`src/sv/swr_pkg.sv`:
```
// shared types and constants for the sliding window receiver
`default_nettype none
package swr_pkg;

  localparam int SEQ_W    = 4;
  localparam int HANDLE_W = 16;
  localparam int KIND_W   = 2;

  // frame type codes on the link
  localparam logic [2:0] FT_DATA  = 3'd0;
  localparam logic [2:0] FT_END   = 3'd1;
  localparam logic [2:0] FT_START = 3'd2;
  localparam logic [2:0] FT_ACK   = 3'd3;
  localparam logic [2:0] FT_NACK  = 3'd4;

  // input word kinds
  localparam logic IN_FRAME   = 1'b0;
  localparam logic IN_TIMEOUT = 1'b1;

  // result kinds
  localparam logic [KIND_W-1:0] RES_RELEASE = 2'd0;
  localparam logic [KIND_W-1:0] RES_ACK     = 2'd1;
  localparam logic [KIND_W-1:0] RES_NACK    = 2'd2;

  typedef enum logic [2:0] {
    CMD_TIMEOUT   = 3'd0,
    CMD_START_OK  = 3'd1,
    CMD_START_BAD = 3'd2,
    CMD_BADCRC    = 3'd3,
    CMD_FRAME     = 3'd4
  } cmd_op_t;

  typedef struct packed {
    cmd_op_t             op;
    logic [SEQ_W-1:0]    seq;
    logic                hdr_ok;
    logic                is_end;
    logic [HANDLE_W-1:0] handle;
  } cmd_t;

endpackage
`default_nettype wire

```
`src/sv/swr_front.sv`:
```
// front end: accepts input words and sorts them into commands
`default_nettype none
module swr_front
  import swr_pkg::*;
(
  input  wire  logic        s_tvalid,
  output logic              s_tready,
  input  wire  logic [31:0] s_tdata,  // frame_type, seq_number, header_ok, crc_ok, frame_handle
  input  wire  logic        s_tuser,  // kind
  input  wire  logic        q_ready,
  output logic              push,
  output cmd_t              cmd
);

  logic [2:0] ftype;
  logic       crc_ok;
  logic       keep;

  assign ftype  = s_tdata[2:0];
  assign crc_ok = s_tdata[8];

  always_comb begin
    keep           = 1'b1;
    cmd.seq        = s_tdata[6:3];
    cmd.hdr_ok     = s_tdata[7];
    cmd.is_end     = (ftype == FT_END);
    cmd.handle     = s_tdata[24:9];
    if (s_tuser == IN_TIMEOUT) begin
      cmd.op = CMD_TIMEOUT;
    end else if (ftype == FT_START) begin
      cmd.op = crc_ok ? CMD_START_OK : CMD_START_BAD;
    end else if (!crc_ok) begin
      cmd.op = CMD_BADCRC;
    end else begin
      cmd.op = CMD_FRAME;
      // good ack or nack words never do anything on the receive side
      if (ftype == FT_ACK || ftype == FT_NACK) begin
        keep = 1'b0;
      end
    end
  end

  assign s_tready = q_ready;
  assign push     = s_tvalid && q_ready && keep;

endmodule
`default_nettype wire

```
`src/sv/swr_queue.sv`:
```
// two entry command queue between front and back
`default_nettype none
module swr_queue
  import swr_pkg::*;
(
  input  wire  logic clk,
  input  wire  logic rst,
  input  wire  logic push,
  input  wire  cmd_t push_cmd,
  output logic       in_ready,
  input  wire  logic pop,
  output logic       out_valid,
  output cmd_t       out_cmd
);

  cmd_t       entry [2];
  logic       wr_ptr;
  logic       rd_ptr;
  logic [1:0] count;
  logic       do_push;
  logic       do_pop;

  assign in_ready  = (count != 2'd2);
  assign out_valid = (count != 2'd0);
  assign out_cmd   = entry[rd_ptr];
  assign do_push   = push && in_ready;
  assign do_pop    = pop && out_valid;

  always_ff @(posedge clk) begin
    if (rst) begin
      wr_ptr <= 1'b0;
      rd_ptr <= 1'b0;
      count  <= 2'd0;
    end else begin
      if (do_push) wr_ptr <= ~wr_ptr;
      if (do_pop) rd_ptr <= ~rd_ptr;
      count <= count + {1'b0, do_push} - {1'b0, do_pop};
    end
  end

  always_ff @(posedge clk) begin
    if (do_push) entry[wr_ptr] <= push_cmd;
  end

endmodule
`default_nettype wire

```
`src/sv/swr_back.sv`:
```
// back end: window state, slot store and result sequencing
`default_nettype none
module swr_back
  import swr_pkg::*;
#(
  parameter int WINDOW_SIZE = 5
) (
  input  wire  logic                clk,
  input  wire  logic                rst,
  input  wire  logic                q_valid,
  input  wire  cmd_t                q_cmd,
  output logic                      pop,
  output logic                      m_tvalid,
  input  wire  logic                m_tready,
  output logic [23:0]               m_tdata,  // reply_seq, released_handle, released_end, transfer_done
  output logic [KIND_W-1:0]         m_tuser,  // result_kind
  output logic                      m_tlast
);

  localparam int CNTW = $clog2(WINDOW_SIZE + 1);
  localparam int IDXW = (WINDOW_SIZE > 1) ? $clog2(WINDOW_SIZE) : 1;
  localparam logic [CNTW-1:0]  WIN_C  = CNTW'(WINDOW_SIZE);
  localparam logic [SEQ_W-1:0] WIN_S  = SEQ_W'(WINDOW_SIZE);

  typedef enum logic [1:0] {
    S_EXEC  = 2'b01,
    S_DRAIN = 2'b10
  } state_t;

  state_t                 state;
  logic                   active;
  logic [SEQ_W-1:0]       expected;
  logic [CNTW-1:0]        attempts;
  logic [CNTW-1:0]        err_idx;
  logic [WINDOW_SIZE-1:0] slot_valid;
  logic [HANDLE_W-1:0]    slot_handle [WINDOW_SIZE];
  logic                   slot_end    [WINDOW_SIZE];
  logic [CNTW-1:0]        idx;
  logic                   done_flag;

  logic [SEQ_W-1:0]    o_seq;
  logic [HANDLE_W-1:0] o_handle;
  logic                o_end;
  logic                o_done;

  logic             out_free;
  logic [SEQ_W-1:0] off;
  logic             in_win;
  logic             hit;
  logic             att_full;
  logic             emit_start;
  logic             go_close;
  logic             count_att;
  logic             mark_err;
  logic             store;
  logic             idx_valid;
  logic             rel;

  assign out_free = !m_tvalid || m_tready;
  assign off      = q_cmd.seq - expected;
  assign in_win   = (off < WIN_S);
  assign hit      = in_win && slot_valid[off[IDXW-1:0]];
  assign att_full = ({1'b0, attempts} + 1'b1) >= {1'b0, WIN_C};

  assign idx_valid = (idx < WIN_C) && slot_valid[idx[IDXW-1:0]];
  assign rel       = !done_flag && idx_valid && (idx < err_idx);

  always_comb begin
    pop        = 1'b0;
    emit_start = 1'b0;
    go_close   = 1'b0;
    count_att  = 1'b0;
    mark_err   = 1'b0;
    store      = 1'b0;
    if (state == S_EXEC && q_valid) begin
      if (!active) begin
        if (q_cmd.op inside {CMD_START_OK, CMD_START_BAD}) begin
          if (out_free) begin
            pop        = 1'b1;
            emit_start = 1'b1;
          end
        end else begin
          pop = 1'b1;
        end
      end else begin
        pop = 1'b1;
        case (q_cmd.op)
          CMD_TIMEOUT: go_close = 1'b1;
          CMD_BADCRC, CMD_START_BAD: begin
            count_att = 1'b1;
            go_close  = att_full;
          end
          CMD_FRAME, CMD_START_OK: begin
            if (in_win && !hit) begin
              count_att = 1'b1;
              if (!q_cmd.hdr_ok) begin
                mark_err = 1'b1;
                go_close = att_full;
              end else begin
                store    = 1'b1;
                go_close = q_cmd.is_end || att_full;
              end
            end
          end
          default: ;
        endcase
      end
    end
  end

  always_ff @(posedge clk) begin
    if (rst) begin
      state      <= S_EXEC;
      active     <= 1'b0;
      expected   <= '0;
      attempts   <= '0;
      err_idx    <= WIN_C;
      slot_valid <= '0;
      idx        <= '0;
      done_flag  <= 1'b0;
      m_tvalid   <= 1'b0;
    end else begin
      if (emit_start || (state == S_DRAIN && out_free)) m_tvalid <= 1'b1;
      else if (m_tready) m_tvalid <= 1'b0;
      if (emit_start) begin
        m_tuser    <= RES_ACK;
        m_tlast    <= 1'b1;
        o_seq      <= q_cmd.seq;
        o_handle   <= '0;
        o_end      <= 1'b0;
        o_done     <= 1'b0;
        expected   <= q_cmd.seq + 1'b1;
        active     <= 1'b1;
        attempts   <= '0;
        err_idx    <= WIN_C;
        slot_valid <= '0;
      end
      if (count_att) attempts <= attempts + 1'b1;
      if (mark_err && (off < SEQ_W'(err_idx))) err_idx <= CNTW'(off);
      if (store) slot_valid[off[IDXW-1:0]] <= 1'b1;
      if (go_close) begin
        state     <= S_DRAIN;
        idx       <= '0;
        done_flag <= 1'b0;
      end
      if (state == S_DRAIN && out_free) begin
        if (rel) begin
          m_tuser  <= RES_RELEASE;
          m_tlast  <= 1'b0;
          o_seq    <= expected;
          o_handle <= slot_handle[idx[IDXW-1:0]];
          o_end    <= slot_end[idx[IDXW-1:0]];
          o_done   <= 1'b0;
          expected <= expected + 1'b1;
          idx      <= idx + 1'b1;
          if (slot_end[idx[IDXW-1:0]]) done_flag <= 1'b1;
        end else begin
          // closing reply, then the window starts over or, once the transfer is done, the block waits for a start
          m_tuser    <= (err_idx >= WIN_C) ? RES_ACK : RES_NACK;
          o_seq      <= (err_idx >= WIN_C) ? expected - 1'b1 : expected;
          m_tlast    <= 1'b1;
          o_handle   <= '0;
          o_end      <= 1'b0;
          o_done     <= done_flag;
          attempts   <= '0;
          err_idx    <= WIN_C;
          slot_valid <= '0;
          if (done_flag) active <= 1'b0;
          state <= S_EXEC;
        end
      end
    end
  end

  always_ff @(posedge clk) begin
    if (store) begin
      slot_handle[off[IDXW-1:0]] <= q_cmd.handle;
      slot_end[off[IDXW-1:0]]    <= q_cmd.is_end;
    end
  end

  assign m_tdata = {2'b00, o_done, o_end, o_handle, o_seq};

endmodule
`default_nettype wire

```
`src/sv/sliding_window_receiver.sv`:
```
// top level of the sliding window receiver
//
// slave stream: one word per received frame or receive timeout; s_tuser is the
// kind, s_tdata carries type, sequence number, header and crc flags and handle
// master stream: result words; m_tuser is the result kind (release, ack, nack),
// m_tlast marks the final result caused by one input word
// a front end sorts words into commands, a two entry queue holds them and the
// back end runs the window; good ack/nack words are dropped at the front
// an accepted command is registered in the queue before it reaches the back
// end, where a start ack or a window update is registered
// a window close enters the drain state, which releases the leading stored frames
// in order while the output is free and then sends the reply
// throughput: one word per cycle while no window closes and the master side does not stall
// reset empties the queue, drops the output valid and clears the window state; the block
// waits for a start frame afterwards
// when the master side stalls the output register holds its word, the back end waits
// once it has a further result to send and the queue fills, after which s_tready drops
`default_nettype none
module sliding_window_receiver
  import swr_pkg::*;
#(
  parameter int WINDOW_SIZE = 5
) (
  input  wire  logic              clk,
  input  wire  logic              rst,
  input  wire  logic              s_tvalid,
  output logic                    s_tready,
  input  wire  logic [31:0]       s_tdata,  // frame_type, seq_number, header_ok, crc_ok, frame_handle
  input  wire  logic              s_tuser,  // kind
  output logic                    m_tvalid,
  input  wire  logic              m_tready,
  output logic [23:0]             m_tdata,  // reply_seq, released_handle, released_end, transfer_done
  output logic [KIND_W-1:0]       m_tuser,  // result_kind
  output logic                    m_tlast
);

  logic q_in_ready;
  logic push;
  cmd_t push_cmd;
  logic pop;
  logic q_valid;
  cmd_t q_cmd;

  swr_front u_front (
    .s_tvalid (s_tvalid),
    .s_tready (s_tready),
    .s_tdata  (s_tdata),
    .s_tuser  (s_tuser),
    .q_ready  (q_in_ready),
    .push     (push),
    .cmd      (push_cmd)
  );

  swr_queue u_queue (
    .clk       (clk),
    .rst       (rst),
    .push      (push),
    .push_cmd  (push_cmd),
    .in_ready  (q_in_ready),
    .pop       (pop),
    .out_valid (q_valid),
    .out_cmd   (q_cmd)
  );

  swr_back #(
    .WINDOW_SIZE (WINDOW_SIZE)
  ) u_back (
    .clk      (clk),
    .rst      (rst),
    .q_valid  (q_valid),
    .q_cmd    (q_cmd),
    .pop      (pop),
    .m_tvalid (m_tvalid),
    .m_tready (m_tready),
    .m_tdata  (m_tdata),
    .m_tuser  (m_tuser),
    .m_tlast  (m_tlast)
  );

  // a release is never the final result of a word, a reply always is
  a_release_not_last: assert property (@(posedge clk) disable iff (rst)
    m_tvalid && (m_tuser == RES_RELEASE) |-> !m_tlast)
    else $error("release marked last");

  a_reply_last: assert property (@(posedge clk) disable iff (rst)
    m_tvalid && (m_tuser != RES_RELEASE) |-> m_tlast)
    else $error("reply not marked last");

  a_release_no_done: assert property (@(posedge clk) disable iff (rst)
    m_tvalid && (m_tuser == RES_RELEASE) |-> !m_tdata[21])
    else $error("transfer done set on a release");

  // nothing is pushed into a full queue
  a_no_push_full: assert property (@(posedge clk) disable iff (rst)
    push |-> q_in_ready)
    else $error("push into full queue");

endmodule
`default_nettype wire
```
`config.mk`:
```
export PLATFORM = sky130hd
export DESIGN_NAME = sliding_window_receiver
export DESIGN_NICKNAME = d
export VERILOG_FILES = /design/src/sv/swr_pkg.sv /design/src/sv/swr_front.sv /design/src/sv/swr_queue.sv /design/src/sv/swr_back.sv /design/src/sv/sliding_window_receiver.sv
export SDC_FILE = /design/constraint.sdc
export NUM_CORES = 1
export LEC_CHECK = 0
export ABC_AREA = 0
export BUFFER_PORTS_ARGS = -buffer_cell sky130_fd_sc_hd__buf_2
export CAP_MARGIN = 20
export CORE_UTILIZATION = 55
export CTS_BUF_LIST = sky130_fd_sc_hd__clkbuf_2
export DETAILED_ROUTE_END_ITERATION = 8
export PLACE_DENSITY = 0.84
export SYNTH_ARGS = -nofsm -noshare
export SYNTH_HDL_FRONTEND = slang
export SYNTH_HIERARCHICAL = 1
export SYNTH_SLANG_ARGS = --single-unit
export TNS_END_PERCENT = 5
```
`constraint.sdc`:
```
create_clock -name clk -period 3.68 [get_ports clk]
set_clock_uncertainty 0.1 [all_clocks]
set_input_delay 0.184 -clock clk [delete_from_list [all_inputs] [get_ports clk]]
set_output_delay 0.184 -clock clk [all_outputs]
set_load 0.05 [all_outputs]
```
==> results.md, run 1 <==
* Register area share after synthesis at 66.1%
* Peak VDD IR at 214 uV
* Die X at 124 um
* PwrDens at 540 nW/um2
* DR pass1 iterations at 8
* Die ar. at around 15,000 um2
* Distinct cells, synth at 65
* Remaining DRCs at 0
* Total GRT Usage at between 20% and 30%
* Starting Density at 56.1%
* Clk slew on worst S/H paths at 240 ps
* Final nets at just under 700
* Worst skew pair latency at roughly 740 ps
* Max cap viols at 0
* Post-route insts no fill at between 800 and 900
* Final Hold Fails at 0
* Std-Cell Rows at 44
* Setup WS pre-CTS at between 100 and 150 ps
* Vias in the first global route at approximately 4.6k
* Cell area after placement at about 8500 um2
* DR vias at roughly 4.8k
* H-tree Lvls at 4
* Cts bufs inserted at 17
* Share of post-route cells with drive strength above 1 at around a quarter
* Initial antenna violation count at 1
* Synthesized flop and latch total at 188
* Cell leakage power at ~3.3 nW
* CP endpoint kind: flop
* GPL Wtd Cong at 0.886
* Via-per-instance ratio at ~5.8
* Setup CP Type: flop to flop
* Synth-to-Final Area Change at 13.3%
* Ports at between 60 and 70
* Crit-path max FO at 17
* First-pass GRT wire length at ~24,000 um
* Final Cycle Share at between 90% and 100%
* Port bufs at between 50 and 60
* CP peak stage delay at approximately 500 ps
* Wirelength per Cell at ~19 um
* Fin crit period at ~3600 ps
* Mapped Avg Cell Area at ~15 um2
* Detail Route Antenna Nets at 0
* Post-synth ARST share at 0%
* Slowest CP cell: fa_1
* Worst path most repeated cell: inv_1
* Worst Hold Class: input pin to flop
* Post-synth top flop: edfxtp_1
* Starting DRT DRC Count at about 530
* Root Buffer: clkbuf_2
* Number of synthesized flops with an enable pin at 160
* Die Y at roughly 120 um
* Status: complete, no violations
* Final Cell Area at about 9000 um2
* Final WL at approximately 15,000 um
* Synth Warn # at 6
* Worst Slack Setup Final at around 130 ps
* Synth Instances at 527
* Final setup fails at 0
* CTS tree: done
* Maximum clock rate at 282 MHz
* Sink Count at approximately 190
* Critical Path RT at between 4000 and 5000 ps
* Worst setup SP type: flop
* Largest net degree at the start of global routing at 27
* Post-Synthesis Cell Area at ~8100 um2
* Post-DP HPWL at 9730 um
* Pins Over Slew Limit at 0
* Worst-margin pin slew at around 790 ps
* R2R setup slack at 130 ps
* Slew headroom at 47.3%
* Core ar. at approximately 14,000 um2
* Remaining global-route overflow at 0
* DP Cell Count at 738
* Clock Tree Buf Depth at 2
* Crit-path cells: mux2_4 > inv_1 > ha_1 > inv_1 > fa_1 > or3b_2 > mux2i_2 > o211a_4 > nand4_1 > inv_1 > buf_4
* Arrival time at the worst endpoint at roughly 4000 ps
[layout by cell type (no fill, tap or decap), drive strengths merged, types with 4 or more instances in the layout]
cell type    count
dfxtp           28
mux2i           19
xnor2            5
or3              4
nand3            8
nor2b            8
mux2            26
buf             74
nand2           17
nor3             6
a31oi            4
and3             6
nand4            7
mux4            18
edfxtp         160
o2111ai          4
dlygate4sd3     45
nand2b           4
o211ai           4
clkbuf          19
inv             29
o21ai            7
xor2             4
nor2            31
a211oi           6
ha              16
a21oi           22
[power by group]
part           total [mW]  switching, mW  internal (mW)
registers            2.67         0.0668           2.60
logic                1.25          0.753          0.501
clock network        1.05          0.710          0.337
[cell usage after synthesis (5+ instances only)]
master | n | area share (%)
a211oi_1 | 5 | 0.46
a21oi_1 | 22 | 1.4
and3_1 | 5 | 0.39
buf_2 | 5 | 0.31
buf_4 | 28 | 2.6
clkbuf_1 | 7 | 0.32
dfxtp_1 | 28 | 6.9
edfxtp_1 | 160 | 59
ha_1 | 16 | 2.5
inv_1 | 23 | 1.1
mux2_1 | 5 | 0.69
mux2_4 | 21 | 3.9
mux2i_1 | 19 | 2.3
mux4_2 | 17 | 4.7
nand2_1 | 15 | 0.69
nand3_1 | 8 | 0.49
nand4_1 | 7 | 0.54
nor2_1 | 31 | 1.4
nor2b_1 | 8 | 0.62
nor3_1 | 6 | 0.37
o21ai_0 | 7 | 0.43
xnor2_1 | 5 | 0.54
[registers in the layout, indices dropped and copies added, names as in the netlist, 4 cells and up, named ones only]
signal              flops
u_back/slot_handle     80
u_queue/entry          50
u_back/o_handle        16
u_back/slot_end         5
u_back/slot_valid       5
u_back/expected         4
u_back/o_seq            4
[final cells by class]
type / count / area, um2
clock buffer: 19 / 95.1
multi-input combinational: 271 / 2370
clock inverter: 13 / 154
inverter: 23 / 90.1
fill: 992 / 5280
sequential: 188 / 5370
antenna: 1 / 2.50
timing repair buffer: 119 / 895
tap: 184 / 230
[worst paths after layout]
path	start	to	cells past startpoint
min	s_tdata[4]	u_queue/entry[1][19]	2
max	flop	u_back/slot_handle[4][15]	11
min reg2reg	u_back/slot_valid[4]	u_back/slot_valid[4]	2
max reg2reg	flop	u_back/slot_handle[4][15]	11
[through the flow]
step	total power, mW	util [%]	TNS (ps)	hold slack (ps)
finish	4.97	63.6	0	72.9
global route	5.19	63.6	-1.43	4.53
CTS	4.94	62.8	0	2.54
detailed placement	3.89	58.4	0	275
global placement	3.83	58.4	0	275
floorplan	3.62	-	-123	156
[metal layers]
metal | wire length (um) | up-vias | share of wire [%] | global-route usage (%)
li1 | - | 2172 | - | -
met1 | 6110 | 2330 | 39 | 27.0
met2 | 7920 | 247 | 51 | 35.6
met3 | 1260 | 20 | 8.1 | 3.83
met4 | 211 | 0 | 1.4 | 8.66
met5 | 0 | - | 0 | 0
[critical path: cells and delay by family, from the launching register on]
kind | cells | cell delay, ps
buffers and inverters | 4 | 500
AND/OR/NAND/NOR | 2 | 660
multiplexers | 2 | 570
flip-flops | 1 | 450
adder cells (fa/ha/maj) | 2 | 660
AO/OA/AOI/OAI | 1 | 310
[logic make-up after synthesis]
logic type | count (synthesis) | synth area share, %
xor gates and xnor gates | 9 | 0.970
DFF | 188 | 66.1
and+or+nand+nor | 112 | 7.42
muxes | 63 | 12.0
other | 1 | 0.0462
adders and majority gates | 17 | 2.71
AOI/OAI and AO/OA | 68 | 5.92
buffers and inverters | 69 | 4.93
[timing repair]
item                                    CTS  global route
endpoints found under the hold margin    69            11
endpoints found under the setup margin    0            57
hold buffers                             39             6
gates resized for setup                   0             2
setup buffers                             0             2
(Power assumes the default switching activity.)
==> run 2, diff against run 1 <==
Settings changed: CORE_MARGIN from default to 5.
==> run 2 against run 1 <==
  * Non-clock buffer count is 13 lower
  * Clock power down 18%
  * Flip-flop and latch count stayed put
  * Critical path depth unchanged
==> results.md, run 2 (same netlist as run 1, synthesis figures left out) <==
* Root Buffer: clkbuf_2
* Final WL at roughly 15,000 um
* Via-per-instance ratio at between 5 and 6
* Sw Share at between 30 and 40%
* DR vias at 4,726
* Total GRT Usage at around 18%
* Final setup fails at 0
* Worst path most repeated cell: inv_1
* PwrDens at 528 nW/um2
* Post-DP HPWL at slightly above 10,000 um
* Largest net degree at the start of global routing at 24
* Internal power at between 3 and 4 mW
* CP endpoint kind: flop
* Commonest non-fill, non-tap cell in the layout: edfxtp_1
* Worst skew pair latency at between 700 and 800 ps
* Die ar. at between 15,000 and 20,000 um2
* Part of the power in combinational logic at 25.9%
* Die X at around 130 um
* Total negative slack at 0 ps
* Core Util, Final at 62.1%
* DR pass1 iterations at 5
* Peak VDD IR at approximately 190 uV
* Port bufs at 56
* Worst Slack Setup Final at around 150 ps
* Slew headroom at between 50% and 60%
* Share of post-route cells with drive strength above 1 at 26.1%
* Final Hold Fails at 0
* Maximum clock rate at between 200 and 300 MHz
* CP top delay family: simple AND/OR/NAND/NOR gates
* Die Y at approximately 130 um
* Worst setup SP type: flop
* Clock power share at ~18%
* Vias in the first global route at between 4k and 5k
* Setup WS pre-CTS at ~35 ps
* Max cap viols at 0
* Clock Tree Buf Depth at 2
* Final hold slack at approximately 74 ps
* Cts bufs inserted at 17
* R2R setup slack at 150 ps
* Final nets at between 600 and 700
* Initial antenna violation count at 1
* Slowest CP cell: fa_1
* H-tree Lvls at 4
* CTS tree: done
* Most frequent cells in the layout: edfxtp_1 (160), buf_2 (56), dlygate4sd3_1 (31), nor2_1 (30), dfxtp_1 (27)
* Switching Power at around 1.5 mW
* Clk slew on worst S/H paths at roughly 230 ps
* Setup repair after global routing missed its margin: false
* Arrival time at the worst endpoint at 3880 ps
* Ports at 66
* Setup CP Type: flop to flop
* Worst Hold Class: input pin to flop
* GPL Wtd Cong at 0.929
* Reg power frac at a little under three fifths
* Crit-path max FO at 17
* Remaining global-route overflow at 0
* Synth-to-Final Area Change at 11.1%
* Fin crit period at about 3500 ps
* Sink Count at 188
* CP peak stage delay at about 500 ps
* Worst-margin pin slew at 734 ps
* Starting Density at between 50% and 60%
* Std-Cell Rows at 44
* First-pass GRT wire length at around 25,000 um
* Wirelength per Cell at approximately 19 um
* Cell leakage power at roughly 3.2 nW
* Detail Route Antenna Nets at 0
* Pins Over Slew Limit at 0
* Starting DRT DRC Count at 652
* Remaining DRCs at 0
* Crit-path cells: mux2_4 > inv_1 > ha_1 > inv_1 > fa_1 > or3b_2 > mux2i_2 > o211a_4 > nand4_1 > clkinvlp_4 > buf_12
* Final Cycle Share at about 96%
* Max FFs per register at 80
* Core ar. at between 10,000 and 15,000 um2
* Status: complete, no violations
* Critical Path RT at roughly 4000 ps
* WP buf/inv at 4
[run 2: final timing paths]
| path | start | cells past startpoint | endpoint |
|---|---|---|---|
| min | s_tdata[10] | 2 | u_queue/entry[0][1] |
| max reg2reg | flop | 11 | u_back/slot_handle[0][0] |
| min reg2reg | u_back/slot_valid[4] | 2 | u_back/slot_valid[4] |
| max | flop | 11 | u_back/slot_handle[0][0] |
[run 2: repair_timing]
item,CTS,global route
endpoints found under the hold margin,79,2
buffers inserted,3,0
hold buffers,30,1
resized for setup,0,5
endpoints found under the setup margin,8,82
[run 2: power groups by stage]
stage | Sequential, mW | Combinational [mW] | Clock, mW
after floorplan | 2.80 | 0.828 | 0
after global placement | 2.71 | 1.13 | 0
after detailed placement | 2.72 | 1.19 | 0
after CTS | 2.67 | 1.22 | 0.880
after global routing | 2.69 | 1.34 | 0.982
final | 2.67 | 1.24 | 0.858
[run 2: worst reg2reg max path, cell delays in order, from the launching register on]
cell and delay [ps]:
dfxtp_2 420, mux2_4 330, inv_1 80, ha_1 170
inv_1 60, fa_1 500, or3b_2 490, mux2i_2 230
o211a_4 320, nand4_1 230, clkinvlp_4 190, buf_12 150
[run 2: area by class of cell]
cell class,count,area [um2]
fill,1066,5510
clock inverter,13,96.3
clock buffer,19,95.1
antenna,1,2.50
inverter,23,90.1
sequential,188,5370
tap,184,230
multi-input combinational,271,2370
timing repair buffer,106,769
[run 2: metal layers]
layer | vias up | routed length [um] | global-route usage, % | part of all wire, %
met5 | - | 0 | 0 | 0
met4 | 0 | 365 | 7.14 | 2.4
met3 | 35 | 1310 | 3.71 | 8.6
met2 | 253 | 7600 | 29.7 | 50
met1 | 2288 | 6060 | 23.6 | 39
li1 | 2150 | - | - | -
[run 2: metrics by stage]
stage / power (mW) / cell area [um2] / cells
final: 4.76 / 9020 / 805
after global routing: 5.01 / 9020 / 805
after CTS: 4.77 / 8990 / 803
after detailed placement: 3.90 / 8470 / 738
after global placement: 3.84 / 8470 / 738
after floorplan: 3.62 / 8130 / 528
==> run 3, diff against run 2 <==
Settings changed: CORE_UTILIZATION 55 to 24, PLACE_DENSITY 0.84 to 0.47, SYNTH_HIERARCHICAL 1 to default.
==> run 3 against run 2 <==
  * Sequential power barely moved
  * Via count fell by 5.6%
  * Count of clock-buffer cells in the layout fell by 2
  * Routed wire length rose by 6.1%
  * Final cell count rose by 35%
  * Critical path depth did not move
  * Hold slack improved by 130 ps
  * Combinational power rose by 15%
  * First-iteration DRC count fell by 71%
  * Largest cell class unchanged
==> results.md, run 3 <==
* Status: complete, no violations
* Final Cell Area at ~9600 um2
* WP buf/inv at 3
* GPL Wtd Cong at just under 0.8
* Starting Density at about 24%
* Setup CP Type: flop to flop
* DR vias at 4,462
* Final WL at 16,300 um
* Crit-path cells: mux2i_4 > ha_2 > inv_2 > fa_2 > mux4_2 > nand2_2 > nand4_4 > a2111oi_4 > nand3b_1 > clkinvlp_4 > buf_12
* DR pass1 iterations at 4
* Setup repair after global routing missed its margin: false
* Peak VDD IR at between 200 and 300 uV
* Cts bufs inserted at 17
* Synth area leader: edfxtp_1
* Die Y at roughly 190 um
* Ranking of synthesized cells by area: edfxtp_1 (61%), dfxtp_1 (7.1%), mux4_2 (5.1%)
* Crit-path max FO at 17
* Wirelength per Cell at ~15 um
* R2R depth at 11
* Initial antenna violation count at 1
* Die X at 191 um
* First-pass GRT wire length at 25,900 um
* Worst Hold Class: input pin to flop
* Slowest CP cell: fa_2
* Commonest non-fill, non-tap cell in the layout: edfxtp_1
* Synth Warn # at 0
* Post-DP HPWL at 11,300 um
* Synth top area share at 61.0%
* Synthesized flop and latch total at approximately 190
* Largest net degree at the start of global routing at 26
* Distinct cells, synth at 58
* Total GRT Usage at 9.27%
* Worst-margin pin slew at ~750 ps
* Worst setup SP type: flop
* PwrDens at about 520 nW/um2
* Clock Tree Buf Depth at 2
* Most frequent cells in the layout: edfxtp_1 (160), buf_2 (56), dlygate4sd3_1 (54), nor2_1 (41), dfxtp_1 (27)
* Final Cycle Share at ~95%
* Maximum clock rate at about 290 MHz
* Die ar. at approximately 37,000 um2
* Clk slew on worst S/H paths at 250 ps
* Post-Synthesis Cell Area at approximately 7900 um2
* Final Hold Fails at 0
* CTS tree: done
* H-tree Lvls at 4
* Final nets at slightly below 700
* Max FFs per register at 80
* Root Buffer: clkbuf_2
* Critical Path RT at a little over 4000 ps
* Number of synthesized flops with an enable pin at 160
* Remaining global-route overflow at 0
* Register area share after synthesis at between 60% and 70%
* Total negative slack at 0 ps
* Final setup fails at 0
* Starting DRT DRC Count at 189
* Ports at 66
* Top-count cell post-synth: edfxtp_1
* CP top delay family: adder cells
* Share of post-route cells with drive strength above 1 at 26.7%
* Port bufs at 56
* Arrival time at the worst endpoint at between 3000 and 4000 ps
* Mapped Avg Cell Area at about 16 um2
* Worst skew pair latency at approximately 780 ps
* Sink Count at 188
* Std-Cell Rows at 66
* Via-per-instance ratio at approximately 4.1
* CP peak stage delay at about 550 ps
* Vias in the first global route at approximately 4.6k
* Post-synth ARST share at 0%
* Critical Path Stages at 11
* Remaining DRCs at 0
* Synth-to-Final Area Change at 22.2%
* Core ar. at roughly 32,000 um2
* Commonest cells post-synth: edfxtp_1 (160), nor2_1 (41), dfxtp_1 (28), mux2i_1 (27), nand2_1 (25)
* Worst Hold Path Cells at 3
* Synth Instances at 502
* Pins Over Slew Limit at 0
* R2R setup slack at around 180 ps
* CP endpoint kind: flop
* Cell leakage power at 3.12 nW
* Cell area after placement at between 8000 and 9000 um2
* Detail Route Antenna Nets at 0
* Max cap viols at 0
* Slew headroom at about half
* Fin crit period at roughly 3500 ps
* Post-synth top flop: edfxtp_1
[run 3: cell families (layout without fill, tap and decap cells)]
logic type | Yosys count | count (layout) | synth area share [%]
muxes | 68 | 68 | 12.1
other | 1 | 3 | 0.0476
AOI/OAI and AO/OA | 57 | 57 | 5.64
xor gates and xnor gates | 13 | 13 | 1.45
buffers and inverters | 44 | 186 | 2.46
DFF | 188 | 188 | 68.2
adders and majority gates | 17 | 17 | 2.80
and+or+nand+nor | 114 | 114 | 7.37
[run 3: tightest hold or removal path, cell delays in order]
cell and delay, ps:
dlygate4sd3_1 530, buf_2 140, nor2b_1 60
[run 3: repair_timing]
item	in CTS	in global routing
buffers inserted	0	0
gates resized for setup	0	2
endpoints found under the setup margin	0	33
hold buffers	54	0
endpoints found under the hold margin	70	0
[run 3: per-layer routing]
layer | global-route usage, % | vias up | wire (um)
met1 | 12.3 | 2191 | 7460
met4 | 3.45 | 0 | 257
li1 | - | 2156 | -
met2 | 14.8 | 98 | 7760
met5 | 0 | - | 0
met3 | 2.14 | 17 | 800
[run 3: power breakdown]
| group | internal, mW | total [mW] | switching [mW] |
|---|---|---|---|
| Sequential | 2.59 | 2.65 | 0.0658 |
| Clock | 0.203 | 0.948 | 0.745 |
| Combinational | 0.554 | 1.43 | 0.874 |
[run 3: cell type report]
| type | instances | area [um2] |
|---|---|---|
| Timing Repair Buffer | 130 | 1010 |
| Clock buffer | 17 | 85.1 |
| Tap cell | 442 | 553 |
| Multi-Input combinational cell | 271 | 2370 |
| Antenna cell | 1 | 2.50 |
| Sequential cell | 188 | 5370 |
| Inverter | 24 | 101 |
| Clock inverter | 15 | 126 |
| Fill cell | 3266 | 22800 |
[run 3: metrics by stage]
stage / power [mW] / hold WS, ps / setup WS [ps] / utilization [%] / instances
after floorplan: 3.70 / 156 / -106 / - / 503
after global placement: 4.05 / 273 / 178 / 27.3 / 1001
after detailed placement: 4.08 / 275 / 94.8 / 27.3 / 1001
after CTS: 5.12 / 82.8 / 66.5 / 29.6 / 1087
after global routing: 5.34 / 99.7 / 17.0 / 29.6 / 1088
final: 5.03 / 207 / 180 / 29.6 / 1088
[run 3: final timing paths]
path	end	startpoint
setup / recovery	u_back.slot_handle[3][2]	flop
hold / removal	u_queue.entry[0][24]	s_tuser
setup reg to reg	u_back.slot_handle[3][2]	flop
hold reg to reg	u_back.active	u_back.active
